==> src/rtl/ecr_pkg.sv <==
package ecr_pkg;

   // Widths fixed by the interface fields.
   localparam int VAL_W = 40;
   localparam int FIELD_W = 32;
   localparam int CSR_INDEX_W = 3;
   localparam int CHAN_OUT_W = 8;
   localparam int NBANDS = 6;

   // Parameter defaults.
   localparam int FRAC_BITS_DEFAULT = 8;
   localparam int COLOR_BITS_DEFAULT = 8;

   // One foot in Q24.8, the base of the depth ramp span.
   localparam logic signed [VAL_W-1:0] ONE_FOOT = 40'sd256;

   // Mode codes.
   localparam logic [2:0] MODE_LAND = 3'd0;
   localparam logic [2:0] MODE_GRAY_CLAMPED = 3'd1;
   localparam logic [2:0] MODE_GRAY_RAW = 3'd2;
   localparam logic [2:0] MODE_BINARY = 3'd3;
   localparam logic [2:0] MODE_DEPTH = 3'd4;
   localparam logic [2:0] MODE_DEPTH_WATER = 3'd5;

   // Register indexes.
   localparam logic [CSR_INDEX_W-1:0] CSR_MODE = 3'd0;
   localparam logic [CSR_INDEX_W-1:0] CSR_MIN_LAND = 3'd1;
   localparam logic [CSR_INDEX_W-1:0] CSR_MAX_VALUE = 3'd2;
   localparam logic [CSR_INDEX_W-1:0] CSR_NODATA = 3'd3;
   localparam logic [CSR_INDEX_W-1:0] CSR_NEW_WATER = 3'd4;

   localparam logic signed [FIELD_W-1:0] NODATA_RESET = -32'sd2559744;
   localparam logic signed [FIELD_W-1:0] NEW_WATER_RESET = -32'sd2559488;

   typedef enum logic [1:0] {
      RAMP_LAND  = 2'd0,
      RAMP_GRAY  = 2'd1,
      RAMP_BLUE  = 2'd2,
      RAMP_FIXED = 2'd3
   } ramp_sel_type;

   typedef enum logic [1:0] {
      COLOR_BLACK      = 2'd0,
      COLOR_DARK_BLUE  = 2'd1,
      COLOR_LIGHT_BLUE = 2'd2
   } color_type;

   // Which color table, which band, and which fixed color an item uses.
   typedef struct packed {
      ramp_sel_type ramp;
      color_type    color;
      logic [2:0]   band;
   } info_type;

   // Configuration register file as seen by the datapath.
   typedef struct packed {
      logic [2:0]                mode;
      logic signed [FIELD_W-1:0] min_land;
      logic signed [FIELD_W-1:0] max_value;
      logic signed [FIELD_W-1:0] no_data_mark;
      logic signed [FIELD_W-1:0] new_water_value;
   } cfg_type;

   // Divider stage contents, apart from the partial quotient.
   typedef struct packed {
      logic             valid;
      logic             done;
      logic [VAL_W-1:0] rem;
      logic [VAL_W-1:0] span;
      info_type         info;
   } div_type;

   // Stock colors in thousandths.
   localparam int LAND_MILLI [7][3] = '{
      '{945, 1000, 905}, '{749, 918, 737}, '{561, 839, 580}, '{424, 682, 459},
      '{545, 580, 455}, '{298, 298, 278}, '{188, 212, 200}};
   localparam int GRAY_MILLI [7][3] = '{
      '{949, 949, 949}, '{729, 729, 729}, '{518, 518, 518}, '{349, 349, 349},
      '{196, 196, 196}, '{118, 118, 118}, '{0, 0, 0}};
   localparam int BLUE_MILLI [7][3] = '{
      '{305, 486, 553}, '{380, 568, 619}, '{455, 655, 690}, '{529, 737, 756},
      '{572, 784, 800}, '{568, 776, 792}, '{604, 820, 831}};
   localparam int FIXED_MILLI [3][3] = '{
      '{0, 0, 0}, '{157, 325, 419}, '{604, 820, 831}};

   // Thousandths to a channel of the given width, rounded half up.
   function automatic int to_chan(input int milli, input int cbits);
      int cmax;
      cmax = (1 << cbits) - 1;
      return (milli * cmax + 500) / 1000;
   endfunction

   function automatic logic signed [VAL_W-1:0] sext(input logic signed [FIELD_W-1:0] x);
      return VAL_W'(x);
   endfunction

endpackage

==> src/rtl/ecr_back.sv <==
module ecr_back #(
   parameter int FRAC_BITS = ecr_pkg::FRAC_BITS_DEFAULT,
   parameter int COLOR_BITS = ecr_pkg::COLOR_BITS_DEFAULT
) (
   input  logic                                clock,
   input  logic                                reset,
   input  logic                                adv,
   input  logic                                in_valid,
   input  logic [FRAC_BITS:0]                  t,
   input  ecr_pkg::info_type                   info,
   output logic                                out_valid,
   output logic [ecr_pkg::CHAN_OUT_W-1:0]      red,
   output logic [ecr_pkg::CHAN_OUT_W-1:0]      green,
   output logic [ecr_pkg::CHAN_OUT_W-1:0]      blue_level
);

   localparam int CB = COLOR_BITS;
   localparam int CMAX = (1 << CB) - 1;
   localparam int AW = CB + FRAC_BITS + 3;
   localparam int HALF = (1 << FRAC_BITS) >> 1;
   localparam int XW = CB + 9;
   localparam int SH = XW;
   localparam int MW = XW - CB + 2;
   localparam logic [MW-1:0] RECIP = MW'((64'd1 << SH) / CMAX);
   localparam int OW = ecr_pkg::CHAN_OUT_W;

   // Stock colors at channel width, folded at elaboration.
   logic [CB-1:0] tab_land  [7][3];
   logic [CB-1:0] tab_gray  [7][3];
   logic [CB-1:0] tab_blue  [7][3];
   logic [CB-1:0] tab_fixed [3][3];

   for (genvar k = 0; k < 7; k++) begin : g_tab
      for (genvar c = 0; c < 3; c++) begin : g_ch
         assign tab_land[k][c] = CB'(ecr_pkg::to_chan(ecr_pkg::LAND_MILLI[k][c], CB));
         assign tab_gray[k][c] = CB'(ecr_pkg::to_chan(ecr_pkg::GRAY_MILLI[k][c], CB));
         assign tab_blue[k][c] = CB'(ecr_pkg::to_chan(ecr_pkg::BLUE_MILLI[k][c], CB));
      end
   end
   for (genvar k = 0; k < 3; k++) begin : g_fix
      for (genvar c = 0; c < 3; c++) begin : g_ch
         assign tab_fixed[k][c] = CB'(ecr_pkg::to_chan(ecr_pkg::FIXED_MILLI[k][c], CB));
      end
   end

   // Stage 1: linear blend between the band's end colors.
   logic          b1_valid_ff;
   logic [CB-1:0] b1_v_ff [3];
   logic [CB-1:0] b1_v_in [3];
   logic [CB-1:0] lo [3];
   logic [CB-1:0] hi [3];
   logic signed [AW-1:0] lo_e [3];
   logic signed [AW-1:0] hi_e [3];
   logic signed [AW-1:0] acc [3];
   logic signed [AW-1:0] t_e;
   logic [2:0]    band_hi;

   always_comb begin
      t_e = AW'(t);
      band_hi = info.band + 3'd1;
      for (int c = 0; c < 3; c++) begin
         unique case (info.ramp)
            ecr_pkg::RAMP_LAND: begin
               lo[c] = tab_land[info.band][c];
               hi[c] = tab_land[band_hi][c];
            end
            ecr_pkg::RAMP_GRAY: begin
               lo[c] = tab_gray[info.band][c];
               hi[c] = tab_gray[band_hi][c];
            end
            ecr_pkg::RAMP_BLUE: begin
               lo[c] = tab_blue[info.band][c];
               hi[c] = tab_blue[band_hi][c];
            end
            ecr_pkg::RAMP_FIXED: begin
               lo[c] = tab_fixed[info.color][c];
               hi[c] = tab_fixed[info.color][c];
            end
            default: begin
               lo[c] = '0;
               hi[c] = '0;
            end
         endcase
         lo_e[c] = AW'(lo[c]);
         hi_e[c] = AW'(hi[c]);
         acc[c] = (lo_e[c] <<< FRAC_BITS) + (hi_e[c] - lo_e[c]) * t_e + AW'(HALF);
         b1_v_in[c] = acc[c][FRAC_BITS +: CB];
      end
   end

   // Stage 2: rescale to eight bits, quotient estimate by reciprocal.
   logic          b2_valid_ff;
   logic [XW-1:0] b2_x_ff [3];
   logic [XW-1:0] b2_x_in [3];
   logic [OW-1:0] b2_q_ff [3];
   logic [OW-1:0] b2_q_in [3];
   logic [XW+MW-1:0] prod [3];

   always_comb begin
      for (int c = 0; c < 3; c++) begin
         b2_x_in[c] = XW'(b1_v_ff[c]) * XW'(255) + XW'(CMAX / 2);
         prod[c] = (XW+MW)'(b2_x_in[c]) * (XW+MW)'(RECIP);
         b2_q_in[c] = prod[c][SH +: OW];
      end
   end

   // Stage 3: the estimate is at most one low; correct it.
   logic [OW-1:0] b3_c_ff [3];
   logic [OW-1:0] b3_c_in [3];
   logic [XW-1:0] rem [3];
   logic          b3_valid_ff;

   always_comb begin
      for (int c = 0; c < 3; c++) begin
         rem[c] = b2_x_ff[c] - XW'(b2_q_ff[c]) * XW'(CMAX);
         b3_c_in[c] = (rem[c] >= XW'(CMAX)) ? (b2_q_ff[c] + OW'(1)) : b2_q_ff[c];
      end
   end

   always_ff @(posedge clock) begin
      if (reset) begin
         b1_valid_ff <= 1'b0;
         b2_valid_ff <= 1'b0;
         b3_valid_ff <= 1'b0;
      end else if (adv) begin
         b1_valid_ff <= in_valid;
         b2_valid_ff <= b1_valid_ff;
         b3_valid_ff <= b2_valid_ff;
      end
   end

   always_ff @(posedge clock) begin
      if (adv) begin
         b1_v_ff <= b1_v_in;
         b2_x_ff <= b2_x_in;
         b2_q_ff <= b2_q_in;
         b3_c_ff <= b3_c_in;
      end
   end

   assign out_valid = b3_valid_ff;
   assign red = b3_c_ff[0];
   assign green = b3_c_ff[1];
   assign blue_level = b3_c_ff[2];

endmodule

==> config.mk <==
export PLATFORM = sky130hd
export DESIGN_NAME = ecr_back
export DESIGN_NICKNAME = d
export VERILOG_FILES = /design/src/rtl/ecr_pkg.sv /design/src/rtl/ecr_back.sv
export SDC_FILE = /design/constraint.sdc
export NUM_CORES = 1
export LEC_CHECK = 0
export BUFFER_PORTS_ARGS = -buffer_cell sky130_fd_sc_hd__buf_4
export CELL_PAD_IN_SITES_DETAIL_PLACEMENT = 1
export CELL_PAD_IN_SITES_GLOBAL_PLACEMENT = 1
export CORE_MARGIN = 2
export CORE_UTILIZATION = 43
export DETAILED_ROUTE_END_ITERATION = 8
export GPL_TIMING_DRIVEN = 1
export PLACE_DENSITY = 0.8
export SLEW_MARGIN = 25
export SYNTH_ARGS = -nofsm -noshare
export SYNTH_HDL_FRONTEND = slang
export SYNTH_SLANG_ARGS = --single-unit
==> constraint.sdc <==
create_clock -name clock -period 12 [get_ports clock]
set_clock_uncertainty 0.15 [all_clocks]
set_input_delay 2.4 -clock clock [delete_from_list [all_inputs] [get_ports clock]]
set_output_delay 2.4 -clock clock [all_outputs]
set_load 0.05 [all_outputs]
# Word-level counts from Yosys, hierarchy flattened
# Memory sizes are Yosys's and may differ from the RTL's.
# Cells that the tools add are included.
[totals]
output_inout_bits = 25
mem_count = 6
mem_bits_ro = 1152
register_bits = 126
[memory_table]
columns = ["memory", "words", "width", "rd", "rd_clocked_by_memory_dff", "wr", "line", "rtl"]
rows = [
  ["(name not given)", 8, 24, 1, 0, 0, "ecr_back.sv:72", "lo[c] = tab_blue[info.band][c];"],
  ["(name not given)", 8, 24, 1, 0, 0, "ecr_back.sv:69", "hi[c] = tab_gray[band_hi][c];"],
  ["(name not given)", 8, 24, 1, 0, 0, "ecr_back.sv:64", "lo[c] = tab_land[info.band][c];"],
  ["(name not given)", 8, 24, 1, 0, 0, "ecr_back.sv:68", "lo[c] = tab_gray[info.band][c];"],
  ["(name not given)", 8, 24, 1, 0, 0, "ecr_back.sv:73", "hi[c] = tab_blue[band_hi][c];"],
  ["(name not given)", 8, 24, 1, 0, 0, "ecr_back.sv:65", "hi[c] = tab_land[band_hi][c];"],
]
[classes]
n_lt_le_gt_ge = 6
eq_ne = 3
mul = 12
reduce_logical = 1
n_mux = 24
n_bitwise = 3
n_addsub = 19
[ops]
columns = ["op", "count"]
rows = [
  ["$mux W24", 14],
  ["$pmux W8 S4", 6],
  ["$mul A8 B8 Y16 const B", 6],
  ["$mul A17 B9 Y24 const B", 3],
  ["$add A16 B7 Y17 const B", 3],
  ["$ge A17 B8 Y1 const B", 3],
  ["$sub A17 B16 Y17", 3],
  ["$add A16 B16 Y16", 3],
  ["$add A16 B9 Y16 const B", 3],
  ["$bmux W24 S2", 1],
  ["$mul A9 B10 Y16", 3],
  ["$sub A8 B8 Y9", 3],
  ["$add A8 B1 Y8 const B", 3],
  ["$mux W8", 3],
  ["$ge A4 B4 Y1 const B", 2],
  ["$not A3 Y4", 2],
  ["$eq A2 B2 Y1 const B", 2],
  ["$add A3 B1 Y3 const B", 1],
  ["$ge A3 B3 Y1 const B", 1],
  ["$not A2 Y3", 1],
  ["$eq A2 B1 Y1 const B", 1],
  ["$logic_not A2 Y1", 1],
]

# Longest topological paths before layout
[logic_depth]
word_depth = 10
depth_mapped = 36
ltp_nobuf = 35

# Worst setup path after synthesis
# No wires, ideal clock.
[synth_path]
kind = "input-to-reg"
from = "input port info[2] in the netlist's numbering"
to = "register b1_v_ff[15] in the netlist's numbering, data pin"
path_slack_ns = 1.425
path_stages = 33
arrival_ns = 10.165
path_buffers = 3
cell_sequence = "clkbuf_1 > clkinv_1 > ha_1 > clkbuf_1 > nor2b_1 > nor3b_1 > o32ai_1 > ha_1 > inv_1 > fa_1 > a21o_1 > a21oi_1 > nor2b_1 > o21a_1 > o41a_1 > clkbuf_1 > or2_2 > fa_1 > fa_1 > inv_1 > fa_1 > fa_1 > inv_1 > fa_1 > inv_1 > ha_1 > nor3_1 > nor2_1 > a41oi_1 > nor2b_1 > o21a_1 > nor2_1 > xnor2_1"
[synth_rtl]
columns = ["element", "line", "rtl"]
rows = [
  ["start: declaration", "ecr_back.sv:10", "input ecr_pkg::info_type info,"],
  ["end signal: assignment", "ecr_back.sv:134", "b1_v_ff <= b1_v_in;"],
  ["end: declaration", "ecr_back.sv:48", "logic [CB-1:0] b1_v_ff [3];"],
]

==> results.py <==
metrics = {
    "run_status": {
        "status": "complete, no violations",
    },
    "synthesis": {
        "synthMostInstantiatedCell": "inv_1",
        "ys_warn_count": 0,
        "synth_top_area_share_pct": 27.7,
        "syn_area_per_cell_um2": 9.36,
        "synth_edf_count": 123,
        "syn_nets": 3868,
        "synth_flop_cell": "edfxtp_1",
        "syn_area_mm2": 0.0281,
        "ys_types": 96,
        "yosys_register_bits": 126,
        "synth_area_leaders": "fa_1 28%, ha_1 21%, edfxtp_1 13%",
        "synth-async-reset-ratio_pct": 0,
        "postSynthCellCount": 2999,
        "synth_area_leader_cell": "fa_1",
        "yosysSeqAreaShare_pct": 13.4,
        "yosys-top-cells-count": "620 x inv_1, 460 x ha_1, 389 x fa_1",
    },
    "worst_setup_path": {
        "critPathCaptureType": "register",
        "worst_path_largest_cell_delay_ns": 0.59,
        "cpLargestDelayFamily": "adder cells",
        "path_buf_inv": 6,
        "critPathMaxFanout": 30,
        "arrival_ns": 10.89,
        "cp.required_ns": 12.05,
        "cpMaxStageDelayCell": "ha_1",
        "worst_path_most_repeated_cell": "fa_1",
        "critPathKind": "in -> reg",
        "startpoint_type": "primary input",
    },
    "grt": {
        "overflow": 0,
        "antenna_found_initial": 0,
        "grt_start_max_net_pins": 74,
        "first_global_vias": 23316,
        "grt_pass1_wl_mm": 118,
        "grt_usage_pct": 21.6,
    },
    "sta": {
        "slew_headroom_pct": 37.9,
        "tns_ns": 0,
        "fmax_mhz": 92.2,
        "worst_pin_slew_ns": 0.925,
        "finalMaxSlewViolations": 0,
        "hold_viol": 0,
        "fin_crit_ns": 10.84,
        "setup_viol": 0,
        "post-route-period-util_pct": 90.4,
        "rsz0062_at_grt": "false",
        "finalWorstSetupSlack_ns": 1.16,
    },
    "placed_design": {
        "dp_slack_ns": 0.677,
        "hpwl_mm": 58.6,
        "gp_congestion": 0.928,
        "portBuffers": 44,
    },
    "floorplanning": {
        "start_util_pct": 43.5,
        "die-area_mm2": 0.0673,
        "row_count": 93,
        "core_mm2": 0.0645,
        "io_pins": 45,
        "die_x_um": 260,
        "die_y_um": 260,
    },
    "final_layout": {
        "num_antenna_cells": 0,
        "syn_to_final_growth_pct": 6.14,
        "multi_input_area_mm2": 0.0217,
        "fill_cells": 7478,
        "nets": 3866,
        "drive_above_1_share_pct": 4.02,
        "register_area_mm2": 0.00375,
    },
    "clock_tree": {
        "cts_buffers": 17,
        "hold_buffers": 0,
        "root_buffer": "clkbuf_16",
        "htreeDepth": 4,
        "cts_tree": "built",
        "cts_sinks": 126,
        "cts_resized": 0,
        "post-cts-setup-buffer-count": 0,
        "cts.path.max_buffers": 2,
        "clkSlewWorstSetupHoldPaths_ns": 0.07,
        "clk_latency_ns": 0.46,
    },
    "routing": {
        "drt_iter0_drc": 898,
        "drt-vias-per-instance": 5.34,
        "drt-total-wl_mm": 70.5,
        "wire_per_inst_um": 18.2,
        "vias": 20623,
        "drc": 0,
        "dr.pass1.iters": 7,
        "ant_nets": 0,
    },
    "run": {
        "maxCapViolCount": 0,
    },
    "hold_path": {
        "hold_class": "reg -> reg",
    },
}
[logic make-up after synthesis]
family	share of synthesized area [%]
adder cells (fa/ha/maj)	48.2
AND/OR/NAND/NOR	12.5
buffers and inverters	9.24
AO/OA/AOI/OAI	10.6
XOR/XNOR	5.18
flip-flops	13.4
multiplexers	0.780
[cell usage in the layout, fill, tap and decap left out, types with 15 or more instances in the layout]
master,instances
nand2_1,201
nand2b_1,47
edfxtp_1,123
o21ai_1,18
clkbuf_16,17
nor2b_1,42
o21a_1,33
inv_1,620
and2_1,91
a21o_1,31
o211ai_1,16
nor3_1,50
ha_1,460
a211oi_1,16
a31oi_1,15
fa_1,389
a21oi_1,110
xor2_1,31
nand3_1,25
nor2_1,157
buf_4,45
xnor2_1,135
o21ai_0,87
[worst paths after layout]
check / start / to / slack, ns / cells past startpoint
min: out_valid / out_valid / 0.39 / 2
max: info[2] / b1_v_ff[15] / 1.16 / 31
min reg2reg: out_valid / out_valid / 0.39 / 2
max reg2reg: b1_v_ff[8] / b2_q_ff[15] / 4.26 / 25
[sequential cells by signal (all words and copies together), names as in the netlist]
name         cells
b2_x_ff         51
green            8
out_valid        1
b2_q_ff         24
red              8
b1_v_ff         24
blue_level       8
b1_valid_ff      1
b2_valid_ff      1
[final cells by class]
type                       instances  area share, %
inverter                         621           7.82
sequential                       126           12.6
clock inverter                    15          0.475
multi-input combinational       2185           72.9
tap                              855           3.59
clock buffer                      17           1.43
timing repair buffer              46           1.17
[stage by stage]
| stage | cell area (um^2) | cells | hold slack, ns | utilization (%) |
|---|---|---|---|---|
| final | 29800 | 3865 | 0.387 | 46.2 |
| after global routing | 29800 | 3865 | 0.412 | 46.2 |
| after CTS | 29800 | 3865 | 0.396 | 46.2 |
| after detailed placement | 29200 | 3833 | 0.366 | 45.3 |
| after global placement | 29200 | 3833 | 0.328 | 45.3 |
| after floorplan | 28100 | 2999 | 0.310 | - |
[worst reg2reg max path: stages (launching register included)]
cell	delay, ns
edfxtp_1	0.51
inv_1	0.22
fa_1	0.66
inv_1	0.11
fa_1	0.47
fa_1	0.51
fa_1	0.41
ha_1	0.23
or2_1	0.29
o211a_1	0.28
o21ai_0	0.36
a21oi_1	0.13
o21a_1	0.18
nor2_1	0.11
xnor2_1	0.24
ha_1	0.32
ha_1	0.31
ha_1	0.37
and3_1	0.22
nand4b_1	0.11
mux2i_1	0.15
nor2_1	0.08
a311oi_1	0.59
nand4bb_1	0.22
nor2_1	0.17
xor2_1	0.08
[routing by layer]
metal  global-route usage (%)  wire length [um]  up-vias  part of all wire (%)
met4                     6.24              1560        0                   2.2
met5                        0                 0        -                     0
met1                     26.3             30000    10479                    43
li1                         -                 -     9727                     -
met2                     40.2             37300      305                    53
met3                     2.17              1620      112                   2.3
Power is not shown: default switching activity piles up to over one toggle a cycle in this logic, so the estimate is an artifact.
