[src/rtl/ecr_pkg.sv]
package ecr_pkg;

   // Widths fixed by the interface fields.
   localparam int VAL_W = 40;
   localparam int FIELD_W = 32;
   localparam int CSR_INDEX_W = 3;
   localparam int CHAN_OUT_W = 8;
   localparam int NBANDS = 6;

   // Parameter defaults.
   localparam int FRAC_BITS_DEFAULT = 8;
   localparam int COLOR_BITS_DEFAULT = 8;

   // One foot in Q24.8, the base of the depth ramp span.
   localparam logic signed [VAL_W-1:0] ONE_FOOT = 40'sd256;

   // Mode codes.
   localparam logic [2:0] MODE_LAND = 3'd0;
   localparam logic [2:0] MODE_GRAY_CLAMPED = 3'd1;
   localparam logic [2:0] MODE_GRAY_RAW = 3'd2;
   localparam logic [2:0] MODE_BINARY = 3'd3;
   localparam logic [2:0] MODE_DEPTH = 3'd4;
   localparam logic [2:0] MODE_DEPTH_WATER = 3'd5;

   // Register indexes.
   localparam logic [CSR_INDEX_W-1:0] CSR_MODE = 3'd0;
   localparam logic [CSR_INDEX_W-1:0] CSR_MIN_LAND = 3'd1;
   localparam logic [CSR_INDEX_W-1:0] CSR_MAX_VALUE = 3'd2;
   localparam logic [CSR_INDEX_W-1:0] CSR_NODATA = 3'd3;
   localparam logic [CSR_INDEX_W-1:0] CSR_NEW_WATER = 3'd4;

   localparam logic signed [FIELD_W-1:0] NODATA_RESET = -32'sd2559744;
   localparam logic signed [FIELD_W-1:0] NEW_WATER_RESET = -32'sd2559488;

   typedef enum logic [1:0] {
      RAMP_LAND  = 2'd0,
      RAMP_GRAY  = 2'd1,
      RAMP_BLUE  = 2'd2,
      RAMP_FIXED = 2'd3
   } ramp_sel_type;

   typedef enum logic [1:0] {
      COLOR_BLACK      = 2'd0,
      COLOR_DARK_BLUE  = 2'd1,
      COLOR_LIGHT_BLUE = 2'd2
   } color_type;

   // Which color table, which band, and which fixed color an item uses.
   typedef struct packed {
      ramp_sel_type ramp;
      color_type    color;
      logic [2:0]   band;
   } info_type;

   // Configuration register file as seen by the datapath.
   typedef struct packed {
      logic [2:0]                mode;
      logic signed [FIELD_W-1:0] min_land;
      logic signed [FIELD_W-1:0] max_value;
      logic signed [FIELD_W-1:0] no_data_mark;
      logic signed [FIELD_W-1:0] new_water_value;
   } cfg_type;

   // Divider stage contents, apart from the partial quotient.
   typedef struct packed {
      logic             valid;
      logic             done;
      logic [VAL_W-1:0] rem;
      logic [VAL_W-1:0] span;
      info_type         info;
   } div_type;

   // Stock colors in thousandths.
   localparam int LAND_MILLI [7][3] = '{
      '{945, 1000, 905}, '{749, 918, 737}, '{561, 839, 580}, '{424, 682, 459},
      '{545, 580, 455}, '{298, 298, 278}, '{188, 212, 200}};
   localparam int GRAY_MILLI [7][3] = '{
      '{949, 949, 949}, '{729, 729, 729}, '{518, 518, 518}, '{349, 349, 349},
      '{196, 196, 196}, '{118, 118, 118}, '{0, 0, 0}};
   localparam int BLUE_MILLI [7][3] = '{
      '{305, 486, 553}, '{380, 568, 619}, '{455, 655, 690}, '{529, 737, 756},
      '{572, 784, 800}, '{568, 776, 792}, '{604, 820, 831}};
   localparam int FIXED_MILLI [3][3] = '{
      '{0, 0, 0}, '{157, 325, 419}, '{604, 820, 831}};

   // Thousandths to a channel of the given width, rounded half up.
   function automatic int to_chan(input int milli, input int cbits);
      int cmax;
      cmax = (1 << cbits) - 1;
      return (milli * cmax + 500) / 1000;
   endfunction

   function automatic logic signed [VAL_W-1:0] sext(input logic signed [FIELD_W-1:0] x);
      return VAL_W'(x);
   endfunction

endpackage

[src/rtl/ecr_div_step.sv]
module ecr_div_step #(
   parameter int FRAC_BITS = ecr_pkg::FRAC_BITS_DEFAULT
) (
   input  logic               clock,
   input  logic               reset,
   input  logic               adv,
   input  ecr_pkg::div_type   div_in,
   input  logic [FRAC_BITS:0] q_prev,
   output ecr_pkg::div_type   div_out,
   output logic [FRAC_BITS:0] q_out
);

   localparam int W = ecr_pkg::VAL_W;

   ecr_pkg::div_type   div_ff;
   logic [FRAC_BITS:0] q_ff, q_in;
   logic [W-1:0]       rem2, rem_in;
   logic               ge;

   // One restoring step: one quotient bit per stage.
   always_comb begin
      rem2 = {div_in.rem[W-2:0], 1'b0};
      ge = !div_in.done && (rem2 >= div_in.span);
      rem_in = ge ? (rem2 - div_in.span) : rem2;
      q_in = div_in.done ? q_prev : {q_prev[FRAC_BITS-1:0], ge};
   end

   always_ff @(posedge clock) begin
      if (reset) begin
         div_ff.valid <= 1'b0;
      end else if (adv) begin
         div_ff.valid <= div_in.valid;
      end
   end

   always_ff @(posedge clock) begin
      if (adv) begin
         div_ff.done <= div_in.done;
         div_ff.rem <= rem_in;
         div_ff.span <= div_in.span;
         div_ff.info <= div_in.info;
         q_ff <= q_in;
      end
   end

   assign div_out = div_ff;
   assign q_out = q_ff;

endmodule

[config.mk]
export PLATFORM = sky130hd
export DESIGN_NAME = ecr_div_step
export DESIGN_NICKNAME = d
export VERILOG_FILES = /design/src/rtl/ecr_pkg.sv /design/src/rtl/ecr_div_step.sv
export SDC_FILE = /design/constraint.sdc
export NUM_CORES = 1
export LEC_CHECK = 0
export ABC_AREA = 1
export BUFFER_PORTS_ARGS = -buffer_cell sky130_fd_sc_hd__buf_2
export CAP_MARGIN = 0
export CORE_ASPECT_RATIO = 2
export CORE_UTILIZATION = 50
export CTS_CLUSTER_SIZE = 40
export DETAILED_ROUTE_END_ITERATION = 10
export GPL_ROUTABILITY_DRIVEN = 0
export GPL_TIMING_DRIVEN = 0
export PLACE_DENSITY = 0.77
export SETUP_SLACK_MARGIN = 0.05
export SLEW_MARGIN = 20
export SYNTH_ARGS = -nofsm -noshare
export SYNTH_HDL_FRONTEND = slang
export SYNTH_SLANG_ARGS = --single-unit
[constraint.sdc]
create_clock -name clock -period 2.3 [get_ports clock]
set_input_delay 0 -clock clock [delete_from_list [all_inputs] [get_ports clock]]
set_output_delay 0 -clock clock [all_outputs]
set_load 0.03 [all_outputs]
# Word-level counts from Yosys, hierarchy flattened
# Cells that the tools add are included.
[totals]
ff_bits = 98
wordCells = 15
output_inout_bits = 98
inputBits = 101
[classes]
reduce_logical = 2
n_addsub = 1
mux = 2
order_cmp = 1
[op_table]
columns = ["operator", "n"]
rows = [
  [">= comparator 40 bit", 1],
  ["2-to-1 mux 40 bit", 1],
  ["subtractor 40 bit", 1],
  ["2-to-1 mux 9 bit", 1],
  ["logical AND 1 bit", 1],
  ["zero test 1 bit", 1],
]

# Longest topological paths before layout
# Gate-level depths: netlist of run 1.
[logic_depth]
ltp_word = 3
ltp_mapped = 16

# Least setup slack after synthesis of run 1
# No wires, ideal clock.
[synth_path]
kind = "input to register"
start = "in div_in[29] in the netlist's numbering"
end = "reg div_ff, in the netlist div_out[59], data pin"
slack_ns = 0.611
arrival_ns = 1.432
path_stages = 12
required_time_ns = 2.043
cell_sequence = "inv_1 -> ha_1 -> nand2_1 -> inv_1 -> a21oi_1 -> nand2_1 -> nand3b_4 -> nand2_2 -> nand2_2 -> nand2_4 -> buf_6 -> o21ai_2"
[synth_between]
elab_chain_cells = 3
[synth_rtl]
columns = ["element", "line", "text"]
rows = [
  ["start: declaration", "ecr_div_step.sv:7", "input ecr_pkg::div_type div_in,"],
  [">= comparator 40 bit", "ecr_div_step.sv:23", "ge = !div_in.done && (rem2 >= div_in.span);"],
  ["logical AND 1 bit", "ecr_div_step.sv:23", ""],
  ["2-to-1 mux 40 bit", "ecr_div_step.sv:24", "rem_in = ge ? (rem2 - div_in.span) : rem2;"],
  ["named net rem_in[12]", "ecr_div_step.sv:17", "logic [W-1:0] rem2, rem_in;"],
  ["end: declaration", "ecr_div_step.sv:15", "ecr_pkg::div_type div_ff;"],
]
# The timed path passes the listed nets, and every way through them passes these cells.
# A chain may end at the register's enable or synchronous reset.

# Worst setup path after layout of run 1
[layout_path]
start = "in div_in[71] in the netlist's numbering"
end = "reg div_ff, in the netlist div_out[83], data pin"
[layout_between]
elab_chain_cells = 3
word_cells_on_any_way = 4
cone_classes = "add/sub (1); order compare (1); mux (1); reduce/logical (1)"
[layout_rtl]
columns = ["element", "line"]
rows = [
  [">= comparator 40 bit", "ecr_div_step.sv:23"],
  ["logical AND 1 bit", "ecr_div_step.sv:23"],
  ["2-to-1 mux 40 bit *", "ecr_div_step.sv:24"],
  ["named net rem_in[36]", "ecr_div_step.sv:17"],
]
# The timed path passes the listed nets; every way through them passes the cells marked *.

==> flow_summary.ini, run 1 <==
[synthesis]
async_flop_share_pct = 0
synth_ff_type = edfxtp_1
synth-seq-area-share_pct = 42.3
synth_edf_count = 97
syn_nets = 1057
synth_seq_cells = 98
synth_warnings = 0
synth_area_um2 = 6930
synth_area_per_cell_um2 = 7.57
netlist_instances = 915
ys_types = 32

[die]
placementRows = 60
core_um2 = 13500
initial_core_util_pct = 51.3
fp.dieW_um = 85.3
ioPinCount = 199
fp.dieH_um = 169
die_area_um2 = 14400

[timing]
slew_violations = 0
finalSetupTns_ns = 0
period_minus_slack_ns = 2.16
finClkSkew_ns = 0
fmax_mhz = 463
fin_crit_sh_pct = 93.8
worst_pin_slew_ns = 0.487
setup_viol = 0
rsz0062_at_grt = true
finalHoldViolCount = 0
relSlewSlack_pct = 67.6

[cts]
cts_buffers = 9
clkLatencyLatePin_ns = 0.34
clkSinkCount = 98
cts_buffer_depth = 2
htreeDepth = 3
cts_tree = yes
clk_pin_slew_worst_paths_ns = 0.07
cts_root_buf = clkbuf_16

[critical_path]
crit_path_start_kind = input port
worstPathMaxFanout = 10
r2r_cells = 3
required_ns = 2.40
critPathKind = in2reg
cp-end-kind = flip-flop
arrival_ns = 2.26

[place]
dp_hpwl_um = 15500
dp.cells = 1268
port-buffer-count = 197

[grt]
grt_max_degree = 53
grt_pass1_vias = 7119
grt_antenna_before_repair = 0
gr-total-overflow = 0
grt_usage_pct = 29.0
grt_pass1_wl_um = 31800

[drt]
wl_per_cell_um = 14.8
vias = 6893
drt_wl_total_um = 20600
drtIter0Drc = 324
drc = 0
first_pass_iters = 5
viasPerCell = 4.98
antenna_left = 0

[layout]
diodes = 0
nets = 1368
final_cell_mix = nand2_1 (341), buf_2 (197), inv_1 (181)
syn_to_final_growth_pct = 40.9
drive_above_1_share_pct = 25.9
stdcell_count = 1385
final_common_cell = nand2_1

[power_and_ir_drop]
ir_drop_mv = 0.458
power_leakage_uw = 0.00504
p_per_area_nw_per_um2 = 586

[worst_hold_path]
hold_path_class = in2reg
whs_path_depth = 3

[job]
drv_cap = 0

[status]
status = completed
==> Yosys cell counts, types with 3 or more instances <==
cell      instances  share of area, %
xor2_1            6              0.76
o21bai_1          3              0.32
nor2_4            4              0.65
buf_6             7               1.1
ha_1             40               7.2
nor2_2            7              0.63
inv_1           181               9.8
nor2_1           60               3.2
nand4_1           3              0.27
nand2_1         349                19
edfxtp_1         97                42
nor3_1            3              0.22
nand3_1          30               2.2
o21ai_2          23               2.9
o21ai_0          15               1.1
nand2_2          21               1.9
xnor2_1          17               2.1
a21oi_1          34               2.5
==> per-layer routing <==
layer  vias up  track usage [%]  part of all wire, %
met3       100             3.46                  3.6
li1       3459                -                    -
met5         -                0                    0
met1      3095             23.6                   30
met2       239             59.4                   58
met4         0             21.8                  8.4
==> final cells by class <==
cell class	instances	area [µm²]
Fill cell	1075	3750
Multi-Input combinational cell	626	3530
Sequential cell	98	2930
Timing Repair Buffer	300	2030
Inverter	183	687
Clock buffer	9	225
Tap cell	155	194
Buffer	8	96.3
Clock inverter	6	73.8
==> cells by family after synthesis <==
group           count (synthesis)  share of synthesized area (%)
compound gates                 81                           7.47
xor+xnor                       23                           2.91
fa+ha+maj                      41                           7.51
buf+inv                       191                           11.1
flops                          98                           42.3
mux                             1                          0.144
simple gates                  480                           28.5
==> flip-flops by register name, summed over array words and instances, names as in the netlist <==
name     flops
q_out        9
div_out     89
==> through the flow <==
| stage | cell area, µm² | hold WS, ns | utilization (%) | setup slack, ns | total power, µW |
|---|---|---|---|---|---|
| 2_1_floorplan | 6930 | 0.0724 | - | 0.611 | 3430 |
| 3_3_place_gp | 8110 | 0.155 | 60.0 | 0.132 | 3920 |
| 3_5_place_dp | 8140 | 0.164 | 60.3 | 0.112 | 3950 |
| 4_1_cts | 9420 | 0.00259 | 69.7 | 0.0504 | 5640 |
| 5_1_grt | 9770 | 0.0762 | 72.3 | 0.0122 | 6000 |
| 6_report | 9770 | 0.00603 | 72.3 | 0.142 | 5720 |
==> critical path, cell delays in order <==
cell and delay [ns]:
dlygate4sd3_1 0.56, buf_2 0.15, ha_4 0.30, nand2_2 0.08, nor2_4 0.11, nand2_2 0.09, nor2_4 0.16, nand3_1 0.10
nand2_1 0.12, nor2_4 0.07, nand2_4 0.09, nand2_8 0.09, buf_8 0.17, nand2_1 0.07, nand2_1 0.06
==> path summary, 6_finish.rpt <==
kind                            start                        to  slack [ns]
min reg2reg  div_out[88]$_SDFFE_PP0P_  div_out[88]$_SDFFE_PP0P_        1.06
min                         q_prev[5]        q_out[5]$_DFFE_PP_       0.006
max reg2reg  div_out[88]$_SDFFE_PP0P_  div_out[88]$_SDFFE_PP0P_        1.16
max                        div_in[71]     div_out[83]$_DFFE_PP_        0.14
==> what timing repair did <==
item / CTS / global route
setup buffers: 0 / 4
setup endpoints to repair: 0 / 41
hold buffers: 98 / 0
endpoints found under the hold margin: 96 / 0
resized for setup: 0 / 49
==> where the power goes <==
group	leakage [µW]	switching (µW)	internal [µW]
Sequential	0.000956	35.6	2160
Combinational	0.00395	1250	720
Clock	0.000140	698	853
(Power assumes the default switching activity.)
==> run 2, diff against run 1 <==
--- a/config.mk
+++ b/config.mk
@@ -5,7 +5,6 @@
 export SDC_FILE = /design/constraint.sdc
 export NUM_CORES = 1
 export LEC_CHECK = 0
-export ABC_AREA = 1
 export BUFFER_PORTS_ARGS = -buffer_cell sky130_fd_sc_hd__buf_2
 export CAP_MARGIN = 0
 export CORE_ASPECT_RATIO = 2
@@ -14,7 +13,7 @@
 export DETAILED_ROUTE_END_ITERATION = 10
 export GPL_ROUTABILITY_DRIVEN = 0
 export GPL_TIMING_DRIVEN = 0
-export PLACE_DENSITY = 0.77
+export PLACE_DENSITY = 0.78
 export SETUP_SLACK_MARGIN = 0.05
 export SLEW_MARGIN = 20
 export SYNTH_ARGS = -nofsm -noshare
==> flow_summary.ini, run 2 <==
[cts]
clkSinkCount = 98
htreeDepth = 3
cts_tree = yes
clkLatencyLatePin_ns = 0.36
cts_buffers = 9
cts_root_buf = clkbuf_16
cts_buffer_depth = 2
clk_pin_slew_worst_paths_ns = 0.07

[timing]
finClkSkew_ns = 0
fin_ws_ns = -0.141
setup_viol = 31
holdWs_ns = 0.00177
rsz0062_at_grt = true
fmax_mhz = 410
slew_violations = 0
fin_crit_sh_pct = 106
worst_pin_slew_ns = 0.512
relSlewSlack_pct = 65.5
period_minus_slack_ns = 2.44
finalHoldViolCount = 0

[power_and_ir_drop]
p_total_uw = 5860
p_int_uw = 3820
p_comb_share_pct = 35.6
p_sw_uw = 2040
power_leakage_uw = 0.00421
clock_power_share_pct = 26.7
pwr-share-seq_pct = 37.8
ir_drop_mv = 0.429
switching_share_pct = 34.9
p_per_area_nw_per_um2 = 618

[synthesis]
yosys.area.top_type = edfxtp_1
synth_area_um2 = 6430
ys_top_cells_by_count = edfxtp_1 (97), inv_1 (52), a21oi_1 (47)
synthXorXnorAreaFrac_pct = 3.95
yosysMostFrequentCell = edfxtp_1
synth_top_family_by_area = compound AO/OA/AOI/OAI gates
synth_top_area_share_pct = 45.3
synth_seq_cells = 98
synthMuxAreaShare_pct = 9.28
synth_fa_ha_area_share_pct = 8.09
synth-simple-area-share_pct = 10.3
netlist_instances = 579
syn_nets = 721
synth_ff_type = edfxtp_1
async_flop_share_pct = 0
synthTopCellsByArea = edfxtp_1 (45%), ha_1 (7.8%), mux2_4 (7.2%)
synth-compound-area-share_pct = 17.1
synth_warnings = 0
synth_area_per_cell_um2 = 11.1
synth-seq-area-share_pct = 45.6
ys_types = 71
synth_edf_count = 97

[layout]
final_area_um2 = 9480
final_cell_mix = buf_2 (189), edfxtp_1 (97), dlygate4sd3_1 (92)
drive_above_1_share_pct = 38.9
syn_to_final_growth_pct = 47.4
post-route-util_pct = 75.5
nets = 1037
final_common_cell = buf_2
largest_reg_flops = 89

[status]
violations = negative setup slack
status = complete, but fails checks

[grt]
grt_usage_pct = 30.4
grt_max_degree = 66
grt_antenna_before_repair = 2
grt_pass1_wl_um = 30500
gr-total-overflow = 0
grt_pass1_vias = 6360

[critical_path]
cp_cell_sequence = buf_2 > ha_4 > a21o_1 > a31o_2 > or3_4 > o21ai_0 > o21bai_1 > a21oi_1 > xnor2_1 > mux2_4
cp-end-kind = flip-flop
path_delay_family = compound AO/OA/AOI/OAI gates
cp_slowest_stage_delay_ns = 0.43
slowest_stage = o21ai_0
critPathKind = in2reg
cp-startpoint = div_in[57]
arrival_ns = 2.55
required_ns = 2.41
r2r_cells = 3
crit_path_start_kind = input port
r2r-end = div_out[88]$_SDFFE_PP0P_
worstPathMaxFanout = 3
r2r_slack_ns = 1.10
reg2reg_from = div_out[88]$_SDFFE_PP0P_
critPathBufInv = 1

[drt]
viasPerCell = 6.08
vias = 6403
drc = 0
drt_wl_total_um = 21300
first_pass_iters = 8
drtIter0Drc = 632
wl_per_cell_um = 20.2
antenna_left = 0

[job]
drv_cap = 0

[die]
core_um2 = 12600
fp.dieH_um = 162
die_area_um2 = 13300
fp.dieW_um = 82.2
ioPinCount = 199
placementRows = 58
initial_core_util_pct = 51.2

[worst_hold_path]
hold_path_end = div_out[54]$_DFFE_PP_
whs_path_depth = 2
hold_path_class = in2reg
min_from = div_in[53]

[place]
place_area_um2 = 7670
port-buffer-count = 197
dp_hpwl_um = 13200
place_ws_ns = -1.00
==> run 2: cell types whose count changed in the layout (fill, tap and decap cells not counted), moves of 23 or more <==
cell and change:
mux2_4 +31, nand2_1 -307, nor2_1 -30, nand2_2 -23
o21ai_2 -23, inv_1 -135
==> run 2: worst max-delay path by stage <==
stage                                  to  slack, ns  cells past startpoint
floorplan           div_out[49]$_DFFE_PP_      -0.20                     11
global placement    div_out[81]$_DFFE_PP_      -0.94                     10
detailed placement  div_out[81]$_DFFE_PP_      -1.00                     12
CTS                 div_out[54]$_DFFE_PP_      -0.04                     13
global route        div_out[83]$_DFFE_PP_      -0.22                     13
finish              div_out[67]$_DFFE_PP_      -0.14                     10
==> run 2: logic make-up after synthesis <==
group | after synthesis
AOI/OAI and AO/OA | 164
and+or+nand+nor | 132
DFF | 98
buffers and inverters | 72
muxes | 43
adders and majority gates | 41
xor gates and xnor gates | 29
==> run 2: area by class of cell <==
| class | instances | area [µm²] |
|---|---|---|
| Antenna cell | 3 | 7.51 |
| Inverter | 53 | 209 |
| Buffer | 12 | 141 |
| Tap cell | 150 | 188 |
| Multi-Input combinational cell | 409 | 3470 |
| Sequential cell | 98 | 2930 |
| Clock buffer | 9 | 225 |
| Timing Repair Buffer | 312 | 2230 |
| Clock inverter | 7 | 81.3 |
| Fill cell | 786 | 3080 |
==> run 2: power by group through the flow <==
stage / sequential [µW] / clock (µW) / combinational (µW)
after floorplan: 2600 / 0 / 843
after global placement: 2240 / 0 / 1640
after detailed placement: 2250 / 0 / 1690
after CTS: 2210 / 1560 / 1920
after global routing: 2230 / 1640 / 2190
final: 2210 / 1560 / 2080
==> run 2: routing by layer <==
layer / routed length (µm) / global-route usage, %
met1: 6950 / 30.2
met4: 1310 / 21.9
met2: 11600 / 54.9
met5: 0 / 0
met3: 1450 / 4.54
==> run 2: worst register-to-register path: cells and delay by family (launching register included) <==
family        cells  cell delay [ns]
buf+inv           1             0.55
flops             1             0.32
mux               1             0.16
simple gates      1             0.05
==> run 2: repair_timing <==
item	in CTS	in global routing
setup endpoints to repair	41	39
resized for setup	47	42
pin swaps	6	12
cloned	2	1
buffers inserted	11	8
hold buffers	92	0
endpoints found under the hold margin	87	0
==> run 2: per-stage QoR <==
step / instances / TNS (ns)
final: 1053 / -2.77
after global routing: 1052 / -6.71
after CTS: 1043 / -0.707
after detailed placement: 927 / -24.24
after floorplan: 579 / -6.15
after global placement: 926 / -23.73
